## config.mk

```make
export PLATFORM = sky130hd
export DESIGN_NAME = fan_curve_interpolator
export DESIGN_NICKNAME = d
export VERILOG_FILES = /design/src/rtl/fci_pkg.sv /design/src/rtl/fci_ram.sv /design/src/rtl/fci_div.sv /design/src/rtl/fci_datapath.sv /design/src/rtl/fci_ctrl.sv /design/src/rtl/fan_curve_interpolator.sv
export SDC_FILE = /design/constraint.sdc
export NUM_CORES = 1
export LEC_CHECK = 0
export BUFFER_PORTS_ARGS = -buffer_cell sky130_fd_sc_hd__buf_2
export CELL_PAD_IN_SITES_DETAIL_PLACEMENT = 1
export CELL_PAD_IN_SITES_GLOBAL_PLACEMENT = 1
export CORE_MARGIN = 4
export CORE_UTILIZATION = 48
export CTS_BUF_LIST = sky130_fd_sc_hd__clkbuf_4
export DETAILED_ROUTE_END_ITERATION = 12
export PLACE_DENSITY_LB_ADDON = 0.1
export SLEW_MARGIN = 10
export SYNTH_ARGS = -nofsm -noshare
export SYNTH_HDL_FRONTEND = slang
export SYNTH_SLANG_ARGS = --single-unit
```

## constraint.sdc

```tcl
create_clock -name clk -period 6.8 [get_ports clk]
set_input_delay 0.68 -clock clk [delete_from_list [all_inputs] [get_ports clk]]
set_output_delay 0.68 -clock clk [all_outputs]
set_load 0.02 [all_outputs]
```

## src/rtl/fci_pkg.sv

```systemverilog
// shared types, widths and codes of the fan curve interpolator
`timescale 1ns / 1ps

package fci_pkg;

  // field widths
  localparam int TEMP_W   = 8;
  localparam int SPEED_W  = 7;
  localparam int INDEX_W  = 4;
  localparam int PIU_W    = 5;
  localparam int IN_TDATA_W  = 32;
  localparam int OUT_TDATA_W = 8;

  // magnitude widths of the interpolation arithmetic
  localparam int PROD_W = 15;
  localparam int DX_W   = 8;

  localparam int MAX_POINTS_DEF = 16;

  // request kinds carried on in_tuser
  typedef enum logic {
    MODE_LOAD   = 1'b0,
    MODE_SAMPLE = 1'b1
  } mode_t;

  // one curve point as held in the point memory
  typedef struct packed {
    logic [SPEED_W-1:0] speed;
    logic [TEMP_W-1:0]  temp;
  } point_t;

  typedef enum logic [2:0] {
    S_IDLE,
    S_LAST,
    S_FIRST,
    S_SCAN,
    S_MUL,
    S_DIVGO,
    S_DIV,
    S_DONE
  } state_t;

  // which endpoint pair the interpolation uses
  typedef enum logic {
    PAIR_CUR,
    PAIR_SAVED
  } pair_sel_t;

  // source of the result register
  typedef enum logic [1:0] {
    RES_RDATA,
    RES_Y1,
    RES_QUOT
  } res_sel_t;

  typedef struct packed {
    logic      wr_en;
    logic      capture_t;
    logic      load_prev;
    logic      save_first;
    logic      set_pair;
    pair_sel_t pair_sel;
    logic      mul_load;
    logic      div_start;
    logic      res_load;
    res_sel_t  res_sel;
    logic      out_load;
  } ctrl_cmd_t;

  typedef struct packed {
    logic none;
    logic idx_ok;
    logic t_ge_rd;
    logic t_le_rd;
    logic in_interval;
    logic dx_zero;
    logic div_done;
    logic out_free;
  } dp_status_t;

endpackage

```

## src/rtl/fci_ram.sv

```systemverilog
// generic single write port ram with registered read
`timescale 1ns / 1ps

module fci_ram #(
  parameter int WIDTH = 8,
  parameter int DEPTH = 16
) (
  input  logic                     clk,
  input  logic                     wr_en,
  input  logic [$clog2(DEPTH)-1:0] wr_addr,
  input  logic [WIDTH-1:0]         wr_data,
  input  logic [$clog2(DEPTH)-1:0] rd_addr,
  output logic [WIDTH-1:0]         rd_data
);

  logic [WIDTH-1:0] mem_r [DEPTH];
  logic [WIDTH-1:0] rd_data_r;

  // write port
  always_ff @(posedge clk) begin
    if (wr_en) begin
      mem_r[wr_addr] <= wr_data;
    end
  end

  // registered read port
  always_ff @(posedge clk) begin
    rd_data_r <= mem_r[rd_addr];
  end

  assign rd_data = rd_data_r;

endmodule

```

## src/rtl/fci_div.sv

```systemverilog
// restoring divider for the interpolation quotient, one bit per cycle
`timescale 1ns / 1ps

module fci_div (
  input  logic                       clk,
  input  logic                       rst_n,
  input  logic                       start,
  input  logic [fci_pkg::PROD_W-1:0] num,
  input  logic [fci_pkg::DX_W-1:0]   den,
  output logic                       done,
  output logic [fci_pkg::PROD_W-1:0] quot
);
  import fci_pkg::*;

  localparam int STEP_W = $clog2(PROD_W);

  logic              busy_r;
  logic              done_r;
  logic [STEP_W-1:0] step_r;
  logic [DX_W-1:0]   rem_r;
  logic [DX_W-1:0]   den_r;
  logic [PROD_W-1:0] quo_r;

  logic [DX_W:0]     shifted;
  logic [DX_W+1:0]   diff;
  logic              fits;

  // trial subtraction of one quotient bit
  always_comb begin
    shifted = {rem_r, quo_r[PROD_W-1]};
    diff    = {1'b0, shifted} - {2'b00, den_r};
    fits    = ~diff[DX_W+1];
  end

  // control
  always_ff @(posedge clk) begin
    if (!rst_n) begin
      busy_r <= 1'b0;
      done_r <= 1'b0;
      step_r <= '0;
    end else begin
      done_r <= 1'b0;
      if (start) begin
        busy_r <= 1'b1;
        step_r <= '0;
      end else if (busy_r) begin
        step_r <= step_r + 1'b1;
        if (step_r == STEP_W'(PROD_W - 1)) begin
          busy_r <= 1'b0;
          done_r <= 1'b1;
        end
      end
    end
  end

  // remainder and quotient shift register
  always_ff @(posedge clk) begin
    if (start) begin
      rem_r <= '0;
      den_r <= den;
      quo_r <= num;
    end else if (busy_r) begin
      rem_r <= fits ? diff[DX_W-1:0] : shifted[DX_W-1:0];
      quo_r <= {quo_r[PROD_W-2:0], fits};
    end
  end

  assign done = done_r;
  assign quot = quo_r;

  a_start_busy: assert property (@(posedge clk) disable iff (!rst_n)
    start |=> busy_r)
    else $error("divider did not start");

  a_no_restart: assert property (@(posedge clk) disable iff (!rst_n)
    start |-> !busy_r)
    else $error("divider restarted while busy");

endmodule

```

## src/rtl/fci_datapath.sv

```systemverilog
// curve memory, interval registers, interpolation arithmetic and output register
`timescale 1ns / 1ps

module fci_datapath #(
  parameter int MAX_POINTS = fci_pkg::MAX_POINTS_DEF
) (
  input  logic                             clk,
  input  logic                             rst_n,
  // configuration
  input  logic                             cfg_valid,
  input  logic [fci_pkg::PIU_W-1:0]        cfg_data,
  // request fields
  input  logic [fci_pkg::INDEX_W-1:0]      point_index,
  input  logic [fci_pkg::TEMP_W-1:0]       point_temp,
  input  logic [fci_pkg::SPEED_W-1:0]      point_speed,
  input  logic [fci_pkg::TEMP_W-1:0]       sample_temp,
  // controller link
  input  fci_pkg::ctrl_cmd_t               cmd,
  input  logic [$clog2(MAX_POINTS)-1:0]    rd_addr,
  output logic [$clog2(MAX_POINTS)-1:0]    last_addr,
  output fci_pkg::dp_status_t              status,
  // result
  input  logic                             out_tready,
  output logic                             out_tvalid,
  output logic [fci_pkg::SPEED_W-1:0]      fan_speed
);
  import fci_pkg::*;

  localparam int ADDR_W = $clog2(MAX_POINTS);
  localparam int CNT_W  = $clog2(MAX_POINTS + 1);

  logic [PIU_W-1:0]   pts_r;
  logic [CNT_W-1:0]   used;
  logic [TEMP_W-1:0]  t_r;
  point_t             rd_point;
  logic [$bits(point_t)-1:0] rd_data;
  point_t             prev_r;
  point_t             first_lo_r;
  point_t             first_hi_r;
  point_t             lo_r;
  point_t             hi_r;

  logic signed [8:0]  dx;
  logic signed [7:0]  dy;
  logic signed [8:0]  dt;
  logic signed [16:0] prod;
  logic [16:0]        prod_abs;
  logic [8:0]         dx_abs;
  logic [PROD_W-1:0]  prod_mag_r;
  logic               prod_neg_r;
  logic [DX_W-1:0]    dx_mag_r;
  logic               dx_neg_r;

  logic [PROD_W-1:0]  quot;
  logic               div_done;
  logic signed [16:0] q_s;
  logic signed [16:0] v;
  logic [SPEED_W-1:0] v_sat;
  logic [SPEED_W-1:0] res_nxt;
  logic [SPEED_W-1:0] res_r;
  logic               out_valid_r;
  logic [SPEED_W-1:0] out_speed_r;

  // points in use, limited to the memory depth
  always_ff @(posedge clk) begin
    if (!rst_n) begin
      pts_r <= '0;
    end else if (cfg_valid) begin
      pts_r <= cfg_data;
    end
  end

  always_comb begin
    if (32'(pts_r) > MAX_POINTS) begin
      used = CNT_W'(MAX_POINTS);
    end else begin
      used = CNT_W'(pts_r);
    end
  end

  assign last_addr = ADDR_W'(used - 1'b1);

  // curve point memory
  fci_ram #(
    .WIDTH ($bits(point_t)),
    .DEPTH (MAX_POINTS)
  ) u_points (
    .clk     (clk),
    .wr_en   (cmd.wr_en),
    .wr_addr (ADDR_W'(point_index)),
    .wr_data ({point_speed, point_temp}),
    .rd_addr (rd_addr),
    .rd_data (rd_data)
  );

  assign rd_point = point_t'(rd_data);

  // sample and interval registers
  always_ff @(posedge clk) begin
    if (cmd.capture_t) begin
      t_r <= sample_temp;
    end
    if (cmd.load_prev) begin
      prev_r <= rd_point;
    end
    if (cmd.save_first) begin
      first_lo_r <= prev_r;
      first_hi_r <= rd_point;
    end
    if (cmd.set_pair) begin
      if (cmd.pair_sel == PAIR_SAVED) begin
        lo_r <= first_lo_r;
        hi_r <= first_hi_r;
      end else begin
        lo_r <= prev_r;
        hi_r <= rd_point;
      end
    end
  end

  // slope terms and product
  always_comb begin
    dx       = $signed({1'b0, hi_r.temp}) - $signed({1'b0, lo_r.temp});
    dy       = $signed({1'b0, hi_r.speed}) - $signed({1'b0, lo_r.speed});
    dt       = $signed({1'b0, t_r}) - $signed({1'b0, lo_r.temp});
    prod     = dy * dt;
    prod_abs = prod[16] ? 17'(-prod) : 17'(prod);
    dx_abs   = dx[8] ? 9'(-dx) : 9'(dx);
  end

  always_ff @(posedge clk) begin
    if (cmd.mul_load) begin
      prod_mag_r <= prod_abs[PROD_W-1:0];
      prod_neg_r <= prod[16];
      dx_mag_r   <= dx_abs[DX_W-1:0];
      dx_neg_r   <= dx[8];
    end
  end

  fci_div u_div (
    .clk   (clk),
    .rst_n (rst_n),
    .start (cmd.div_start),
    .num   (prod_mag_r),
    .den   (dx_mag_r),
    .done  (div_done),
    .quot  (quot)
  );

  // signed quotient plus offset, saturated to the field
  always_comb begin
    q_s = (prod_neg_r ^ dx_neg_r) ? -$signed({2'b00, quot}) : $signed({2'b00, quot});
    v   = q_s + $signed({10'd0, lo_r.speed});
    if (v[16]) begin
      v_sat = '0;
    end else if (v > 17'sd127) begin
      v_sat = '1;
    end else begin
      v_sat = v[SPEED_W-1:0];
    end
  end

  always_comb begin
    unique case (cmd.res_sel)
      RES_RDATA: res_nxt = rd_point.speed;
      RES_Y1:    res_nxt = hi_r.speed;
      RES_QUOT:  res_nxt = v_sat;
      default:   res_nxt = rd_point.speed;
    endcase
  end

  always_ff @(posedge clk) begin
    if (cmd.res_load) begin
      res_r <= res_nxt;
    end
    if (cmd.out_load) begin
      out_speed_r <= res_r;
    end
  end

  // output register
  always_ff @(posedge clk) begin
    if (!rst_n) begin
      out_valid_r <= 1'b0;
    end else if (cmd.out_load) begin
      out_valid_r <= 1'b1;
    end else if (out_tready) begin
      out_valid_r <= 1'b0;
    end
  end

  // status toward the controller
  always_comb begin
    status.none        = (used == '0);
    status.idx_ok      = (32'(point_index) < MAX_POINTS);
    status.t_ge_rd     = (t_r >= rd_point.temp);
    status.t_le_rd     = (t_r <= rd_point.temp);
    status.in_interval = (t_r >= prev_r.temp) && (t_r <= rd_point.temp);
    status.dx_zero     = (dx == 9'sd0);
    status.div_done    = div_done;
    status.out_free    = !out_valid_r || out_tready;
  end

  assign out_tvalid = out_valid_r;
  assign fan_speed  = out_speed_r;

endmodule

```

## src/rtl/fci_ctrl.sv

```systemverilog
// controller state machine: clamps, interval scan, divide and result handoff
`timescale 1ns / 1ps

module fci_ctrl #(
  parameter int MAX_POINTS = fci_pkg::MAX_POINTS_DEF
) (
  input  logic                          clk,
  input  logic                          rst_n,
  input  logic                          in_tvalid,
  input  logic                          in_mode,
  output logic                          in_tready,
  input  logic [$clog2(MAX_POINTS)-1:0] last_addr,
  output logic [$clog2(MAX_POINTS)-1:0] rd_addr,
  output fci_pkg::ctrl_cmd_t            cmd,
  input  fci_pkg::dp_status_t           status
);
  import fci_pkg::*;

  localparam int ADDR_W = $clog2(MAX_POINTS);

  state_t            state_r;
  state_t            state_nxt;
  logic [ADDR_W-1:0] cnt_r;
  logic [ADDR_W-1:0] cnt_nxt;
  logic [ADDR_W-1:0] cnt_inc;
  logic              is_sample;
  logic              is_load;

  assign cnt_inc   = cnt_r + 1'b1;
  assign is_sample = in_tvalid && (in_mode == MODE_SAMPLE);
  assign is_load   = in_tvalid && (in_mode == MODE_LOAD);

  // state and scan counter
  always_ff @(posedge clk) begin
    if (!rst_n) begin
      state_r <= S_IDLE;
      cnt_r   <= '0;
    end else begin
      state_r <= state_nxt;
      cnt_r   <= cnt_nxt;
    end
  end

  // next state
  always_comb begin
    state_nxt = state_r;
    unique case (state_r)
      S_IDLE: begin
        if (is_sample && !status.none) begin
          state_nxt = S_LAST;
        end
      end
      S_LAST: begin
        state_nxt = status.t_ge_rd ? S_DONE : S_FIRST;
      end
      S_FIRST: begin
        state_nxt = status.t_le_rd ? S_DONE : S_SCAN;
      end
      S_SCAN: begin
        if (status.in_interval || (cnt_inc == last_addr)) begin
          state_nxt = S_MUL;
        end
      end
      S_MUL: begin
        state_nxt = status.dx_zero ? S_DONE : S_DIVGO;
      end
      S_DIVGO: begin
        state_nxt = S_DIV;
      end
      S_DIV: begin
        if (status.div_done) begin
          state_nxt = S_DONE;
        end
      end
      S_DONE: begin
        if (status.out_free) begin
          state_nxt = S_IDLE;
        end
      end
      default: state_nxt = S_IDLE;
    endcase
  end

  // commands
  always_comb begin
    cmd       = '0;
    in_tready = 1'b0;
    rd_addr   = '0;
    cnt_nxt   = cnt_r;
    unique case (state_r)
      S_IDLE: begin
        in_tready     = 1'b1;
        rd_addr       = last_addr;
        cmd.wr_en     = is_load && status.idx_ok;
        cmd.capture_t = is_sample;
      end
      S_LAST: begin
        rd_addr = '0;
        if (status.t_ge_rd) begin
          cmd.res_load = 1'b1;
          cmd.res_sel  = RES_RDATA;
        end
      end
      S_FIRST: begin
        rd_addr = ADDR_W'(1);
        cnt_nxt = '0;
        if (status.t_le_rd) begin
          cmd.res_load = 1'b1;
          cmd.res_sel  = RES_RDATA;
        end else begin
          cmd.load_prev = 1'b1;
        end
      end
      S_SCAN: begin
        rd_addr        = ADDR_W'(cnt_r + 2'd2);
        cmd.save_first = (cnt_r == '0);
        if (status.in_interval) begin
          cmd.set_pair = 1'b1;
          cmd.pair_sel = PAIR_CUR;
        end else if (cnt_inc == last_addr) begin
          // no interval matched: fall back to the first one
          cmd.set_pair = 1'b1;
          cmd.pair_sel = (cnt_r == '0) ? PAIR_CUR : PAIR_SAVED;
        end else begin
          cmd.load_prev = 1'b1;
          cnt_nxt       = cnt_inc;
        end
      end
      S_MUL: begin
        if (status.dx_zero) begin
          cmd.res_load = 1'b1;
          cmd.res_sel  = RES_Y1;
        end else begin
          cmd.mul_load = 1'b1;
        end
      end
      S_DIVGO: begin
        cmd.div_start = 1'b1;
      end
      S_DIV: begin
        if (status.div_done) begin
          cmd.res_load = 1'b1;
          cmd.res_sel  = RES_QUOT;
        end
      end
      S_DONE: begin
        cmd.out_load = status.out_free;
      end
      default: begin
        cmd = '0;
      end
    endcase
  end

  a_div_done_wait: assert property (@(posedge clk) disable iff (!rst_n)
    status.div_done |-> state_r == S_DIV)
    else $error("divider finished outside the divide wait");

  a_scan_step: assert property (@(posedge clk) disable iff (!rst_n)
    (state_r == S_SCAN && state_nxt == S_SCAN) |=> cnt_r == ADDR_W'($past(cnt_r) + 1'b1))
    else $error("scan counter skipped an interval");

  a_res_handoff: assert property (@(posedge clk) disable iff (!rst_n)
    cmd.res_load |=> state_r == S_DONE)
    else $error("result computed without handoff");

endmodule

```

## src/rtl/fan_curve_interpolator.sv

```systemverilog
// fan curve interpolator top level
//
// Maps temperature samples to fan speed percent on a piecewise linear curve.
// Input stream in_*: in_tuser selects the request kind (0 load point,
// 1 temperature sample). A load request writes one curve slot and gives no
// result; a sample gives one fan_speed on out_* unless no points are in use.
// cfg_* writes points_in_use; it is always ready. The user must write it
// only while idle; the block does not enforce this. One request is worked
// on at a time, in_tready is high only when idle. A load request ends in
// S_IDLE. A sample passes S_LAST; if not clamped there, S_FIRST; if not
// clamped there, the memory scan in S_SCAN, one point per cycle over at most
// MAX_POINTS - 1 intervals, then S_MUL and, unless the interval is flat,
// S_DIVGO and the bit-serial divider in S_DIV. A finished result sits in an
// output register; the next request is taken while it waits, and a further
// result waits until it is taken. Reset clears points_in_use and the
// handshakes; curve slots hold whatever they held until written.
`timescale 1ns / 1ps

module fan_curve_interpolator #(
  parameter int MAX_POINTS = fci_pkg::MAX_POINTS_DEF
) (
  input  logic                               clk,
  input  logic                               rst_n,
  // request stream
  input  logic                               in_tvalid,
  output logic                               in_tready,
  // point_index[3:0], point_temp[11:4], point_speed[18:12], sample_temp[26:19]
  input  logic [fci_pkg::IN_TDATA_W-1:0]     in_tdata,
  // mode[0]
  input  logic                               in_tuser,
  // result stream
  output logic                               out_tvalid,
  input  logic                               out_tready,
  // fan_speed[6:0]
  output logic [fci_pkg::OUT_TDATA_W-1:0]    out_tdata,
  // points_in_use write
  input  logic                               cfg_valid,
  output logic                               cfg_ready,
  input  logic [fci_pkg::PIU_W-1:0]          cfg_data
);
  import fci_pkg::*;

  localparam int ADDR_W = $clog2(MAX_POINTS);

  ctrl_cmd_t          cmd;
  dp_status_t         status;
  logic [ADDR_W-1:0]  rd_addr;
  logic [ADDR_W-1:0]  last_addr;
  logic [SPEED_W-1:0] fan_speed;

  assign cfg_ready = 1'b1;

  fci_ctrl #(
    .MAX_POINTS (MAX_POINTS)
  ) u_ctrl (
    .clk       (clk),
    .rst_n     (rst_n),
    .in_tvalid (in_tvalid),
    .in_mode   (in_tuser),
    .in_tready (in_tready),
    .last_addr (last_addr),
    .rd_addr   (rd_addr),
    .cmd       (cmd),
    .status    (status)
  );

  fci_datapath #(
    .MAX_POINTS (MAX_POINTS)
  ) u_dp (
    .clk         (clk),
    .rst_n       (rst_n),
    .cfg_valid   (cfg_valid),
    .cfg_data    (cfg_data),
    .point_index (in_tdata[3:0]),
    .point_temp  (in_tdata[11:4]),
    .point_speed (in_tdata[18:12]),
    .sample_temp (in_tdata[26:19]),
    .cmd         (cmd),
    .rd_addr     (rd_addr),
    .last_addr   (last_addr),
    .status      (status),
    .out_tready  (out_tready),
    .out_tvalid  (out_tvalid),
    .fan_speed   (fan_speed)
  );

  assign out_tdata = {1'b0, fan_speed};

endmodule
```

Word-level counts from Yosys, hierarchy flattened --
Memories as Yosys holds them, arrays and structs flattened. A register that Yosys moved wholly into a read port is not among the register bits. Index checks and enable logic that the tools add are counted.
Word-level totals: memories 1, output and inout bits 11, RAM bits 240, register bits after elaboration 172
Memory list:
- u_dp.u_points.mem_r | words 16, width 15, read ports 1, clocked after memory_dff 1, write ports 1, line fci_ram.sv:16 | logic [WIDTH-1:0] mem_r [DEPTH];
Operators by class: bitwise logic cells 5, reductions and logical operators 19, multipliers 1, magnitude comparators 5, add/subtract/negate cells 12, muxes and demuxes 51, equal/unequal tests 17
Operator list (number):
- 2-to-1 mux 15 bit | 5
- 2-to-1 mux 3 bit | 11
- one-hot mux 3 bit (8 select lines) | 1
- subtractor 8 x 8 -> 9 bit | 2
- adder 17 x 8 -> 17 bit | 1
- greater-than comparator 17 x 8 -> 1 bit (second input constant) | 1
- multiplier 8 x 9 -> 17 bit | 1
- 2-to-1 mux 1 bit | 17
- 2-to-1 mux 17 bit | 1
- negation 15 -> 17 bit | 1
- >= comparator 8 bit | 2
- 2-to-1 mux 8 bit | 2
- negation 15 bit | 1
- 2-to-1 mux 7 bit | 2
- one-hot mux 7 bit (2 select lines) | 1
- == test 3 bit (second input constant) | 4
- one-hot mux 3 bit (4 select lines) | 1
- one-hot mux 4 bit (3 select lines) | 1
- subtractor 9 x 8 -> 10 bit | 1
- zero test 9 bit | 1
- adder 4 x 1 -> 4 bit (second input constant) | 2
- less-or-equal comparator 8 bit | 1
- 2-to-1 mux 2 bit | 4
- 2-to-1 mux 4 bit | 2
- other kinds (29) | 44

Depth between registers and ports, before layout --
Gate-level depths: netlist (run 1).
word-level depth 8, gate-level depth with buffers 31, depth with buffers taken out 29

Modules after synthesis --
Synthesis (run 1) repeated with hierarchy kept, for this count alone.
Unflattened totals: cells, all modules 1571, area total of the unflattened synthesis 21723.3 sq um
By module, submodules not included:
- fci_datapath | instances 1, seq. area each 3783.6 sq um, area an instance 9681.8 sq um, cells an instance 905
- fci_ram | instances 1, seq. area each 7507.2 sq um, area an instance 9446.6 sq um, cells an instance 406
- fci_div | instances 1, seq. area each 970.9 sq um, area an instance 1865.5 sq um, cells an instance 161
- fci_ctrl | instances 1, seq. area each 140.1 sq um, area an instance 706.9 sq um, cells an instance 95
- fan_curve_interpolator | instances 1, seq. area each 0.0 sq um, area an instance 22.5 sq um, cells an instance 4

Worst setup path before layout (run 1) --
No wires, ideal clock.
path type register to register, from reg u_dp.hi_r[8] (netlist bit), to reg u_dp.prod_mag_r[3], data pin, clock period less this slack 6.900 ns, path slack -0.100 ns, path buffers 1, cell stages (with the launch flop) 29, data required time 6.531 ns, arrival 6.632 ns, path through edfxtp_1 > inv_1 > ha_1 > inv_1 > fa_1 > a21o_1 > a21oi_1 > o21bai_1 > a21oi_1 > xor2_1 > or2_2 > fa_1 > fa_1 > inv_1 > fa_1 > inv_1 > fa_1 > inv_1 > ha_1 > o21ai_0 > nor2_1 > or3_1 > a21oi_1 > o21ai_0 > o41ai_1 > xnor2_1 > clkbuf_1 > o31ai_1 > xor2_1
On the way: elaborated cells on any way between the ends 4
RTL lines:
- start: declaration | line fci_datapath.sv:41 | point_t hi_r;
- start signal: assignment | line fci_datapath.sv:113 | hi_r <= first_hi_r;
- start signal: assignment | line fci_datapath.sv:116 | hi_r <= rd_point;
- subtractor 7 x 7 -> 8 bit | line fci_datapath.sv:124 | dy = $signed({1'b0, hi_r.speed}) - $signed({1'b0, lo_r.speed});
- multiplier 8 x 9 -> 17 bit | line fci_datapath.sv:126 | prod = dy * dt;
- via u_dp.prod[16] | line fci_datapath.sv:46 | logic signed [16:0] prod;
- 2-to-1 mux 15 bit | line fci_datapath.sv:127 | prod_abs = prod[16] ? 17'(-prod) : 17'(prod);
- via u_dp.prod_abs[3] | line fci_datapath.sv:47 | logic [16:0] prod_abs;
- end signal: assignment | line fci_datapath.sv:133 | prod_mag_r <= prod_abs[PROD_W-1:0];
- end: declaration | line fci_datapath.sv:49 | logic [PROD_W-1:0] prod_mag_r;
The timed path passes the listed nets, and every way through them passes these cells. A chain may end at the register's enable or synchronous reset.

Worst setup path in the final report (run 1) --
from reg u_dp.hi_r[8] (netlist bit), to reg u_dp.prod_mag_r[13], data pin
On the way: word-level cells in the longest chain between the ends 4
Ends and longest elaborated chain (line):
- subtractor 7 x 7 -> 8 bit * | fci_datapath.sv:124
- multiplier 8 x 9 -> 17 bit * | fci_datapath.sv:126
- negation 15 bit | fci_datapath.sv:127
- 2-to-1 mux 15 bit * | fci_datapath.sv:127
- via u_dp.prod_abs[13] | fci_datapath.sv:47
Mark *: on every way through the listed nets, which the timed path passes. The rest lies on a longest branch.

==> impl_metrics.toml, run 1 <==
[status]
outcome = "completed"

[logic_synthesis]
muxShareOfSynthArea = 0.0164
yosys_warnings = 0
synth-xor-area-share = 0.0351
syn-mean-instance-area_um2 = 11.9
post_synth_fa_ha_maj_area_fraction = 0.117
synth_top_family_by_area = "adder cells"
synth.cell_area_mm2 = 0.0217
ys_ff_latch = 427
synth_compound_gate_area_share = 0.111
postSynth.asyncResetShare = 0
ys_dominant_reg_cell = "edfxtp_1"
yosys.area_share.simple = 0.107
net_count_after_synthesis = 2027
synth_enable_flop_cells = 385
post_synthesis_cell_type_count = 68
synth-seq-area-share = 0.572
syn-instance-count = 1821

[finish]
layout.nets = 2192
final_design_instance_area_without_fill_mm2 = 0.0247
number_of_fill_cells_in_the_layout = 4688
multi_input_comb_area_mm2 = 0.00862
ratio_of_cells_with_drive_above_1_in_the_final_layout = 0.181
area.sequential_mm2 = 0.0124
areaGrowthSynthToFinish_pct = 14.0

[floorplanning]
floorplan.core_area_mm2 = 0.0444
core.rowCount = 77
die-width_um = 221
design.portCount = 54
initial_utilization = 0.488
fp.dieArea_mm2 = 0.0487
die-height_um = 221

[timing]
final-max-slew-violation-count = 0
timing.clock.skew_ns = 0.0382
setup_tns_ns = 0
achievable-frequency_ghz = 0.154
final.period_utilization = 0.956
report.final.setup_viol = 0
timing_worst_slew_pin_value_ns = 1.17
final_hold_viol_count = 0
timing.slew.headroom = 0.215
fin_crit_ns = 6.50

[global_routing]
grt_pass1_vias = 15900
global_route_total_overflow = 0
grt_start_max_net_pins = 62
antenna_violations_before_repair = 3
grt_first_pass_wirelength_mm = 84.9
grt_usage = 0.224

[critical_path]
timing.reg2reg.worst_path_depth = 28
path_max_fanout = 7
worst_setup_path_end_kind = "flop"
critical_path.slowest_cell = "fa_1"
crit_path_max_incr_delay_ns = 0.55
timing.rr.start = "u_dp.hi_r[8]"
crit_top_cell = "inv_1"
setup.worst_path.start_class = "flop"
worstPathRequired_ns = 7.37
worst_path_arrival_ns = 7.07
timing.rr.end = "u_dp.prod_mag_r[13]"
crit_type = "flop to flop"
r2r_setup_slack_ns = 0.30

[clocking]
htree_levels = 3
clock_tree.buffer_depth = 3
tritoncts = "built"
numCtsBuffers = 111
clkLatencyLatePin_ns = 0.84
worst_setup_hold_path_clk_slew_ns = 0.07
cts_sinks = 427
ctsRootBufferMaster = "clkbuf_4"

[job]
number_of_max_cap_violations = 0

[place]
hpwl_mm = 36.2
gp_congestion = 0.854
io_buffers = 46
postPlaceCellArea_mm2 = 0.0229

[worst_hold_path]
hold_path.class = "input pin to flop"
worstHoldPathCells = 3
hold_path_end = "u_dp.pts_r[2]"
worstHoldStart = "cfg_data[2]"

[pwr]
power_leakage_nw = 9.48
power-per-cell-area_mw_per_mm2 = 528
worst_ir_drop_vdd_uv = 751

[detailed_routing]
vias_per_cell = 5.45
drc_violation_count_after_routing = 0
vias = 14500
first_iter_violations = 654
final_routed_wirelength_across_all_metal_layers_mm = 53.2
drtPass1Iterations = 5
detail-route-antenna-nets = 0
post_drt_wl_per_cell_um = 20.0
[stage by stage]
stage                     cells  power [mW]  utilization  worst slack [ns]  hold slack [ns]
after floorplan            1821        8.45            -           0.00996            0.400
after global placement     2447        10.0        0.517           -0.0274            0.405
after CTS                  2655        13.0        0.554            0.0230           0.0208
after detailed placement   2447        10.3        0.517            -0.235            0.407
after global routing       2664        14.2        0.557           -0.0215           0.0408
final                      2664        13.1        0.557             0.300            0.118
[layout make-up]
type / count / share of cell area
Clock buffer: 171 / 0.0519
Timing Repair Buffer: 128 / 0.0355
Sequential cell: 427 / 0.502
Clock inverter: 25 / 0.00805
Inverter: 158 / 0.0240
Multi-Input combinational cell: 1160 / 0.349
Tap cell: 592 / 0.0300
Antenna cell: 3 / 0.000304
[cells in the final DEF, fill, tap and decap left out, types with 12 or more instances in the layout]
cell type,Yosys,layout
a31oi_1,32,32
edfxtp_1,385,385
ha_1,96,94
o21a_1,13,13
nor3_1,21,17
fa_1,67,64
buf_4,2,71
a311oi_1,31,31
nor4_1,12,12
clkbuf_4,0,171
inv_1,158,155
o21ai_0,51,47
nand2b_1,18,17
xnor2_1,62,60
a21oi_1,79,72
nand2_1,243,241
mux2i_1,12,12
dfxtp_1,42,42
o22ai_1,62,61
xor2_1,23,22
a211oi_1,20,19
nand3_1,15,15
buf_2,3,46
a21o_1,21,21
nor2_1,105,105
nor2b_1,26,23
mux2_2,19,19
clkinv_1,0,15
and2_1,16,14
[cell families after synthesis]
logic type               count (synthesis)
AND/OR/NAND/NOR                        508
flip-flops                             427
AO/OA/AOI/OAI                          369
buffers and inverters                  234
adder cells (fa/ha/maj)                163
XOR/XNOR                                86
multiplexers                            32
other                                    2
[worst max path at each step]
stage	startpoint	slack, ns	endpoint
floorplan	u_dp.hi_r[8]	0.01	u_dp.prod_mag_r[3]
global placement	u_dp.hi_r[8]	-0.03	u_dp.prod_mag_r[13]
detailed placement	u_dp.hi_r[8]	-0.24	u_dp.prod_mag_r[13]
CTS	u_dp.t_r[0]	0.02	u_dp.prod_mag_r[13]
global route	u_dp.t_r[0]	-0.02	u_dp.prod_mag_r[3]
finish	u_dp.hi_r[8]	0.30	u_dp.prod_mag_r[13]
[state kept, by name, indices dropped and copies added, names as in the netlist, 3 cells and up]
| register | cells |
|---|---|
| u_dp.u_div.quot | 15 |
| u_dp.u_div.den_r | 8 |
| u_dp.first_lo_r | 15 |
| u_dp.pts_r | 5 |
| u_dp.u_points.mem_r | 240 |
| u_dp.prev_r | 15 |
| u_dp.fan_speed | 7 |
| u_dp.u_div.rem_r | 8 |
| u_dp.hi_r | 15 |
| u_dp.first_hi_r | 15 |
| u_ctrl.cnt_r | 4 |
| u_dp.u_div.step_r | 4 |
| u_dp.prod_mag_r | 15 |
| u_dp.lo_r | 15 |
| u_dp.res_r | 7 |
| u_ctrl.state_r | 3 |
| u_dp.u_points.rd_data | 15 |
| u_dp.t_r | 8 |
| u_dp.dx_mag_r | 8 |
[routing by layer]
layer	up-vias	share of wire	track usage
met4	0	0.028	0.0818
met2	247	0.53	0.414
met1	7235	0.40	0.258
met5	-	0	0
li1	6942	-	-
met3	101	0.035	0.0441
[critical path, delay by kind of cell (launching register included)]
kind	cells	cell delay, ns
DFF	1	0.38
xor gates and xnor gates	3	0.48
and+or+nand+nor	3	0.71
buffers and inverters	6	0.45
adders and majority gates	7	2.81
AOI/OAI and AO/OA	9	1.36
[synth_stat cells (18+ instances only)]
library cell | n | share of area
edfxtp_1 | 385 | 0.53
nand2_1 | 243 | 0.042
inv_1 | 158 | 0.027
nor2_1 | 105 | 0.018
ha_1 | 96 | 0.055
a21oi_1 | 79 | 0.018
fa_1 | 67 | 0.062
clkbuf_1 | 65 | 0.011
o22ai_1 | 62 | 0.018
xnor2_1 | 62 | 0.025
o21ai_0 | 51 | 0.012
dfxtp_1 | 42 | 0.039
a31oi_1 | 32 | 0.0092
a311oi_1 | 31 | 0.013
nor2b_1 | 26 | 0.0075
xor2_1 | 23 | 0.0093
a21o_1 | 21 | 0.0073
nor3_1 | 21 | 0.0048
a211oi_1 | 20 | 0.0069
mux2_2 | 19 | 0.0099
nand2b_1 | 18 | 0.0052
[where the power goes]
part | internal, mW | total [mW] | switching [mW]
clock | 1.26 | 2.30 | 1.05
combinational | 3.09 | 7.13 | 4.04
sequential | 3.46 | 3.63 | 0.169
total | 7.80 | 13.1 | 5.26
[repair_timing]
action	CTS	global route
gates cloned	1	0
setup endpoints to repair	14	15
hold buffers	8	0
hold endpoints to repair	8	0
buffers inserted	3	6
gates resized for setup	17	21
pin swaps	7	17
Power figures use the tool's default switching activity.
==> run 2, diff against run 1 <==
--- a/config.mk
+++ b/config.mk
@@ -9,11 +9,12 @@
 export CELL_PAD_IN_SITES_DETAIL_PLACEMENT = 1
 export CELL_PAD_IN_SITES_GLOBAL_PLACEMENT = 1
 export CORE_MARGIN = 4
-export CORE_UTILIZATION = 48
+export CORE_UTILIZATION = 50
 export CTS_BUF_LIST = sky130_fd_sc_hd__clkbuf_4
 export DETAILED_ROUTE_END_ITERATION = 12
 export PLACE_DENSITY_LB_ADDON = 0.1
 export SLEW_MARGIN = 10
 export SYNTH_ARGS = -nofsm -noshare
 export SYNTH_HDL_FRONTEND = slang
+export SYNTH_HIERARCHICAL = 1
 export SYNTH_SLANG_ARGS = --single-unit
==> run 2 against run 1 <==
Critical path depth is 3 lower. Die area is 3.7% lower. Non-clock buffer count is 22 lower. Sequential power hardly changed. Largest cell class unchanged.
==> impl_metrics.toml, run 2 <==
[logic_synthesis]
syn-mean-instance-area_um2 = 13.8
post_synthesis_cell_type_count = 81
synth_commonest_cells = "edfxtp_1, inv_1, nand2_1, nor2_1, ha_1"
synth-seq-area-share = 0.571
yosys_warnings = 6
net_count_after_synthesis = 1776
ys_top_cells_by_area = "edfxtp_1, fa_1, ha_1, mux4_2, dfxtp_1"
yosys.area_share.simple = 0.0783
synth_enable_flop_cells = 385
muxShareOfSynthArea = 0.0852
synth_top_family_by_area = "adder cells"
synth.cell_area_mm2 = 0.0217
synth_top_area_share = 0.532
post-synth-top-count-cell = "edfxtp_1"
postSynth.asyncResetShare = 0
synth-xor-area-share = 0.0335
synth_compound_gate_area_share = 0.0754
syn-instance-count = 1571
post_synth_fa_ha_maj_area_fraction = 0.116
ys_ff_latch = 427
yosys.area.top_type = "edfxtp_1"
ys_dominant_reg_cell = "edfxtp_1"

[pwr]
power.switching_mw = 4.79
share_seq_of_total_power = 0.291
worst_ir_drop_vdd_uv = 698
total_design_power_mw = 12.4
internal_power_summed_over_all_cells_mw = 7.64
combPwrFrac = 0.534
power_leakage_nw = 9.28
power-per-cell-area_mw_per_mm2 = 507
pwr-share-clk = 0.175
switching_share_of_power = 0.386

[detailed_routing]
final_routed_wirelength_across_all_metal_layers_mm = 47.5
first_iter_violations = 643
vias = 12900
drtPass1Iterations = 4
drc_violation_count_after_routing = 0
detail-route-antenna-nets = 0
vias_per_cell = 5.33
post_drt_wl_per_cell_um = 19.6

[place]
hpwl_mm = 34.1
postPlaceCellArea_mm2 = 0.0229
gp_congestion = 0.799
io_buffers = 46

[global_routing]
global_route_total_overflow = 0
antenna_violations_before_repair = 2
grt_first_pass_wirelength_mm = 77.4
grt_usage = 0.210
grt_pass1_vias = 14500
grt_start_max_net_pins = 61

[timing]
timing.slew.headroom = 0.244
final_hold_viol_count = 0
final-max-slew-violation-count = 0
achievable-frequency_ghz = 0.153
report.final.setup_viol = 0
final.period_utilization = 0.962
fin_crit_ns = 6.54
timing_worst_slew_pin_value_ns = 1.13
worst_hold_slack_ns = 0.128
timing.clock.skew_ns = 0.0490

[critical_path]
crit_path_max_incr_delay_ns = 0.53
critical_path.slowest_cell = "fa_1"
setup.worst_path.start_class = "flop"
worst_path_arrival_ns = 7.07
worstPathRequired_ns = 7.33
path_delay_family = "adder cells"
worst_setup_path_end_kind = "flop"
path_max_fanout = 5
crit_type = "flop to flop"
worstPathBufferInverterCount = 4

[floorplanning]
core.rowCount = 76
fp.dieArea_mm2 = 0.0468
design.portCount = 54
floorplan.core_area_mm2 = 0.0430
die-width_um = 216
die-height_um = 216
initial_utilization = 0.505

[clocking]
clock_tree.buffer_depth = 3
cts_sinks = 427
ctsRootBufferMaster = "clkbuf_4"
tritoncts = "built"
worst_setup_hold_path_clk_slew_ns = 0.07
clkLatencyLatePin_ns = 0.83
numCtsBuffers = 110
htree_levels = 3

[finish]
layout.nets = 1947
largest_register_ff_count = 240
final_cell_mix = "edfxtp_1, inv_1, clkbuf_4, nand2_1, nor2_1"
layout.cells.most_common = "edfxtp_1"
areaGrowthSynthToFinish_pct = 12.9
final_design_instance_area_without_fill_mm2 = 0.0245
ratio_of_cells_with_drive_above_1_in_the_final_layout = 0.216
top_register = "u_dp/u_points/mem_r"

[worst_hold_path]
hold_path.class = "input pin to flop"

[job]
number_of_max_cap_violations = 0

[status]
outcome = "completed"
## run 2: cell count changes after synthesis, sizes merged, moves of 8 or more
cell / previous run / this run
clkbuf: 65 / 31
a22oi: 3 / 33
mux4: 1 / 60
o22ai: 62 / 1
a21oi: 79 / 40
a31oi: 32 / 13
nand2b: 18 / 26
mux2: 19 / 32
nand2: 243 / 102
a311oi: 31 / 1
a211oi: 20 / 4
## run 2: area by class of cell
cell class,count,area (um^2)
tap,585,732
inverter,165,619
multi-input combinational,932,8640
clock inverter,41,219
fill,4331,18500
sequential,427,12400
timing repair buffer,106,704
antenna,4,10.0
clock buffer,160,1200
## run 2: logic make-up after synthesis
family	Yosys count
AOI/OAI and AO/OA	237
xor gates and xnor gates	83
adders and majority gates	162
buffers and inverters	212
DFF	427
muxes	100
other	3
and+or+nand+nor	347
## run 2: metrics by stage
stage	utilization	worst slack (ns)	setup TNS, ns	std cells
detailed placement	0.532	-0.0298	-0.0298	2202
global route	0.571	-0.00877	-0.0191	2420
floorplan	-	0.189	0	1571
finish	0.571	0.262	0	2420
global placement	0.532	0.167	0	2202
CTS	0.567	0.0103	0	2412
## run 2: path summary, 6_finish.rpt
check / start / to / slack [ns] / cells after the start
setup reg to reg: u_dp/t_r[1] / u_dp/prod_mag_r[14] / 0.26 / 25
setup / recovery: u_dp/t_r[1] / u_dp/prod_mag_r[14] / 0.26 / 25
hold / removal: cfg_data[4] / u_dp/pts_r[4] / 0.13 / 3
hold reg to reg: u_dp/res_r[6] / u_dp/fan_speed[6] / 0.42 / 0
## run 2: worst reg2reg max path, delay by kind of cell, from the launching register on
family | cells | cell delay, ns
AO/OA/AOI/OAI | 9 | 1.82
AND/OR/NAND/NOR | 3 | 0.81
buffers and inverters | 4 | 0.23
adder cells (fa/ha/maj) | 6 | 2.52
XOR/XNOR | 3 | 0.40
flip-flops | 1 | 0.50
## run 2: power by group through the flow
stage	Combinational [mW]	Sequential [mW]	Clock (mW)
after global routing	7.36	3.64	2.43
after detailed placement	6.04	3.68	0
after floorplan	4.65	3.59	0
after global placement	5.79	3.66	0
after CTS	6.11	3.62	2.26
final	6.64	3.62	2.17
## run 2: metal layers
layer | global-route usage | vias to the layer above | part of all wire
li1 | - | 6159 | -
met1 | 0.249 | 6502 | 0.41
met2 | 0.389 | 163 | 0.55
met3 | 0.0383 | 64 | 0.025
met4 | 0.0625 | 0 | 0.018
met5 | 0 | - | 0
## run 2: what timing repair did
action / CTS / global route
endpoints found under the setup margin: 1 / 14
hold buffers: 8 / 0
pin swaps: 2 / 13
buffers inserted: 1 / 4
gates resized for setup: 2 / 27
endpoints found under the hold margin: 8 / 0
==> run 3, diff against run 2 <==
--- a/config.mk
+++ b/config.mk
@@ -6,10 +6,10 @@
 export NUM_CORES = 1
 export LEC_CHECK = 0
 export BUFFER_PORTS_ARGS = -buffer_cell sky130_fd_sc_hd__buf_2
-export CELL_PAD_IN_SITES_DETAIL_PLACEMENT = 1
-export CELL_PAD_IN_SITES_GLOBAL_PLACEMENT = 1
+export CELL_PAD_IN_SITES_DETAIL_PLACEMENT = 0
+export CELL_PAD_IN_SITES_GLOBAL_PLACEMENT = 2
 export CORE_MARGIN = 4
-export CORE_UTILIZATION = 50
+export CORE_UTILIZATION = 43
 export CTS_BUF_LIST = sky130_fd_sc_hd__clkbuf_4
 export DETAILED_ROUTE_END_ITERATION = 12
 export PLACE_DENSITY_LB_ADDON = 0.1
==> run 3 against run 2 <==
Count of clock-buffer cells in the layout increased by 5. First-iteration DRC count increased by 4.0%. Clock power about the same. Routed wire length decreased by 0.99%. Via count decreased by 0.95%.
==> impl_metrics.toml, run 3 (synthesized netlist as in run 2, its figures left out) <==
[status]
outcome = "completed"

[place]
gp_congestion = 0.756
hpwl_mm = 32.9
dp_slack_ns = 0.0890
postPlaceCellArea_mm2 = 0.0230
io_buffers = 46

[finish]
ratio_of_cells_with_drive_above_1_in_the_final_layout = 0.224
post-route-util = 0.495
layout.nets = 1957
layout.cells.most_common = "edfxtp_1"
number_of_fill_cells_in_the_layout = 4534
largest_register_ff_count = 240
final_design_instance_area_without_fill_mm2 = 0.0248
final_cell_mix = "edfxtp_1, clkbuf_4, inv_1, nand2_1, nor2_1"
top_register = "u_dp/u_points/mem_r"
areaGrowthSynthToFinish_pct = 14.0

[clocking]
htree_levels = 3
ctsRootBufferMaster = "clkbuf_4"
worst_setup_hold_path_clk_slew_ns = 0.06
cts_sinks = 427
clock_tree.buffer_depth = 3
clkLatencyLatePin_ns = 0.85
numCtsBuffers = 109
tritoncts = "built"

[critical_path]
worstPathBufferInverterCount = 7
worst_setup_path_end_kind = "flop"
path_max_fanout = 4
crit_top_cell = "inv_1"
setup.worst_path.start_class = "flop"
worstPathRequired_ns = 7.35
crit_type = "flop to flop"
path_delay_family = "adder cells"
critical_path.slowest_cell = "or4_4"
worst_path_arrival_ns = 7.00
crit_path_max_incr_delay_ns = 0.57

[floorplanning]
initial_utilization = 0.434
core.rowCount = 82
die-height_um = 233
floorplan.core_area_mm2 = 0.0501
fp.dieArea_mm2 = 0.0542
design.portCount = 54
die-width_um = 233

[global_routing]
grt_start_max_net_pins = 61
grt_met2_use = 0.311
antenna_violations_before_repair = 3
gr-usage-met3 = 0.0346
grt.busiest_layer = "met2"
grt_util_met1 = 0.229
grt_usage = 0.179
grt_first_pass_wirelength_mm = 74.9
grt_pass1_vias = 13400
global_route_total_overflow = 0

[timing]
timing.clock.skew_ns = 0.0558
final.period_utilization = 0.949
final_hold_viol_count = 0
report.final.setup_viol = 0
fin_crit_ns = 6.45
final-max-slew-violation-count = 0
timing.slew.headroom = 0.183
achievable-frequency_ghz = 0.155
setup_slack_ns = 0.349
timing_worst_slew_pin_value_ns = 1.22

[pwr]
internal_power_summed_over_all_cells_mw = 7.89
power.switching_mw = 4.72
pwr-share-clk = 0.174
power_leakage_nw = 9.37
share_seq_of_total_power = 0.286
switching_share_of_power = 0.374
combPwrFrac = 0.540
worst_ir_drop_vdd_uv = 523
power-per-cell-area_mw_per_mm2 = 509

[detailed_routing]
final_routed_wirelength_across_all_metal_layers_mm = 47.0
drtPass1Iterations = 6
vias_per_cell = 5.08
detail-route-antenna-nets = 0
post_drt_wl_per_cell_um = 18.7
drc_violation_count_after_routing = 0
vias = 12800
first_iter_violations = 669

[job]
number_of_max_cap_violations = 0

[worst_hold_path]
hold_path.class = "input pin to flop"
## run 3: cell count changes in the layout (fill, tap and decap cells not counted), moves of 2 or more
cell | before | now
dlygate4sd3_1 | 8 | 11
clkinv_1 | 26 | 23
clkinv_2 | 8 | 4
xnor2_2 | 0 | 3
clkbuf_4 | 160 | 165
xnor2_1 | 63 | 60
a21oi_2 | 7 | 9
buf_4 | 51 | 57
## run 3: worst reg2reg max path, delay by kind of cell, from the launching register on
family | cells | cell delay [ns]
AOI/OAI and AO/OA | 7 | 1.20
xor gates and xnor gates | 3 | 0.35
adders and majority gates | 7 | 2.94
buffers and inverters | 7 | 0.50
DFF | 1 | 0.41
and+or+nand+nor | 4 | 0.80
## run 3: power by group through the flow
stage	clock (mW)	sequential [mW]	combinational (mW)
2_1_floorplan	0	3.59	4.65
3_3_place_gp	0	3.67	6.15
3_5_place_dp	0	3.68	6.22
4_1_cts	2.29	3.62	6.26
5_1_grt	2.43	3.64	7.70
6_report	2.19	3.61	6.80
## run 3: final timing paths
kind | startpoint | endpoint | slack [ns] | depth (start not counted)
worst max register to register | u_dp/hi_r[8] | u_dp/prod_mag_r[14] | 0.35 | 28
worst max-delay path | u_dp/hi_r[8] | u_dp/prod_mag_r[14] | 0.35 | 28
worst min register to register | u_dp/res_r[0] | u_dp/fan_speed[0] | 0.42 | 0
worst min-delay path | cfg_data[3] | u_dp/pts_r[3] | 0.13 | 3
## run 3: timing repair
| action | 4_1_cts | 5_1_grt |
|---|---|---|
| hold buffers | 11 | 0 |
| gates resized for setup | 0 | 34 |
| setup buffers | 0 | 5 |
| setup endpoints to repair | 0 | 14 |
| hold endpoints to repair | 11 | 0 |
## run 3: stage by stage
| step | TNS [ns] | power (mW) | hold WS, ns | std cells |
|---|---|---|---|---|
| floorplan | 0 | 8.23 | 0.400 | 1571 |
| global placement | 0 | 9.82 | 0.414 | 2296 |
| detailed placement | 0 | 9.89 | 0.409 | 2296 |
| CTS | 0 | 12.2 | 0.00731 | 2506 |
| global route | -0.194 | 13.8 | 0.0484 | 2514 |
| finish | 0 | 12.6 | 0.129 | 2515 |
## run 3: cell type report
type / count / area [um^2] / share of cell area
Multi-Input combinational cell: 932 / 8660 / 0.350
Inverter: 165 / 619 / 0.0250
Sequential cell: 427 / 12400 / 0.501
Timing Repair Buffer: 117 / 811 / 0.0327
Antenna cell: 3 / 7.51 / 0.000303
Clock inverter: 34 / 196 / 0.00793
Clock buffer: 165 / 1240 / 0.0500
Tap cell: 672 / 841 / 0.0339
## run 3: metal layers
metal	routed length (um)	part of all wire	up-vias
li1	-	-	6209
met1	20600	0.44	6304
met2	24100	0.51	189
met3	1480	0.031	61
met4	946	0.020	2
met5	8	0.00017	-
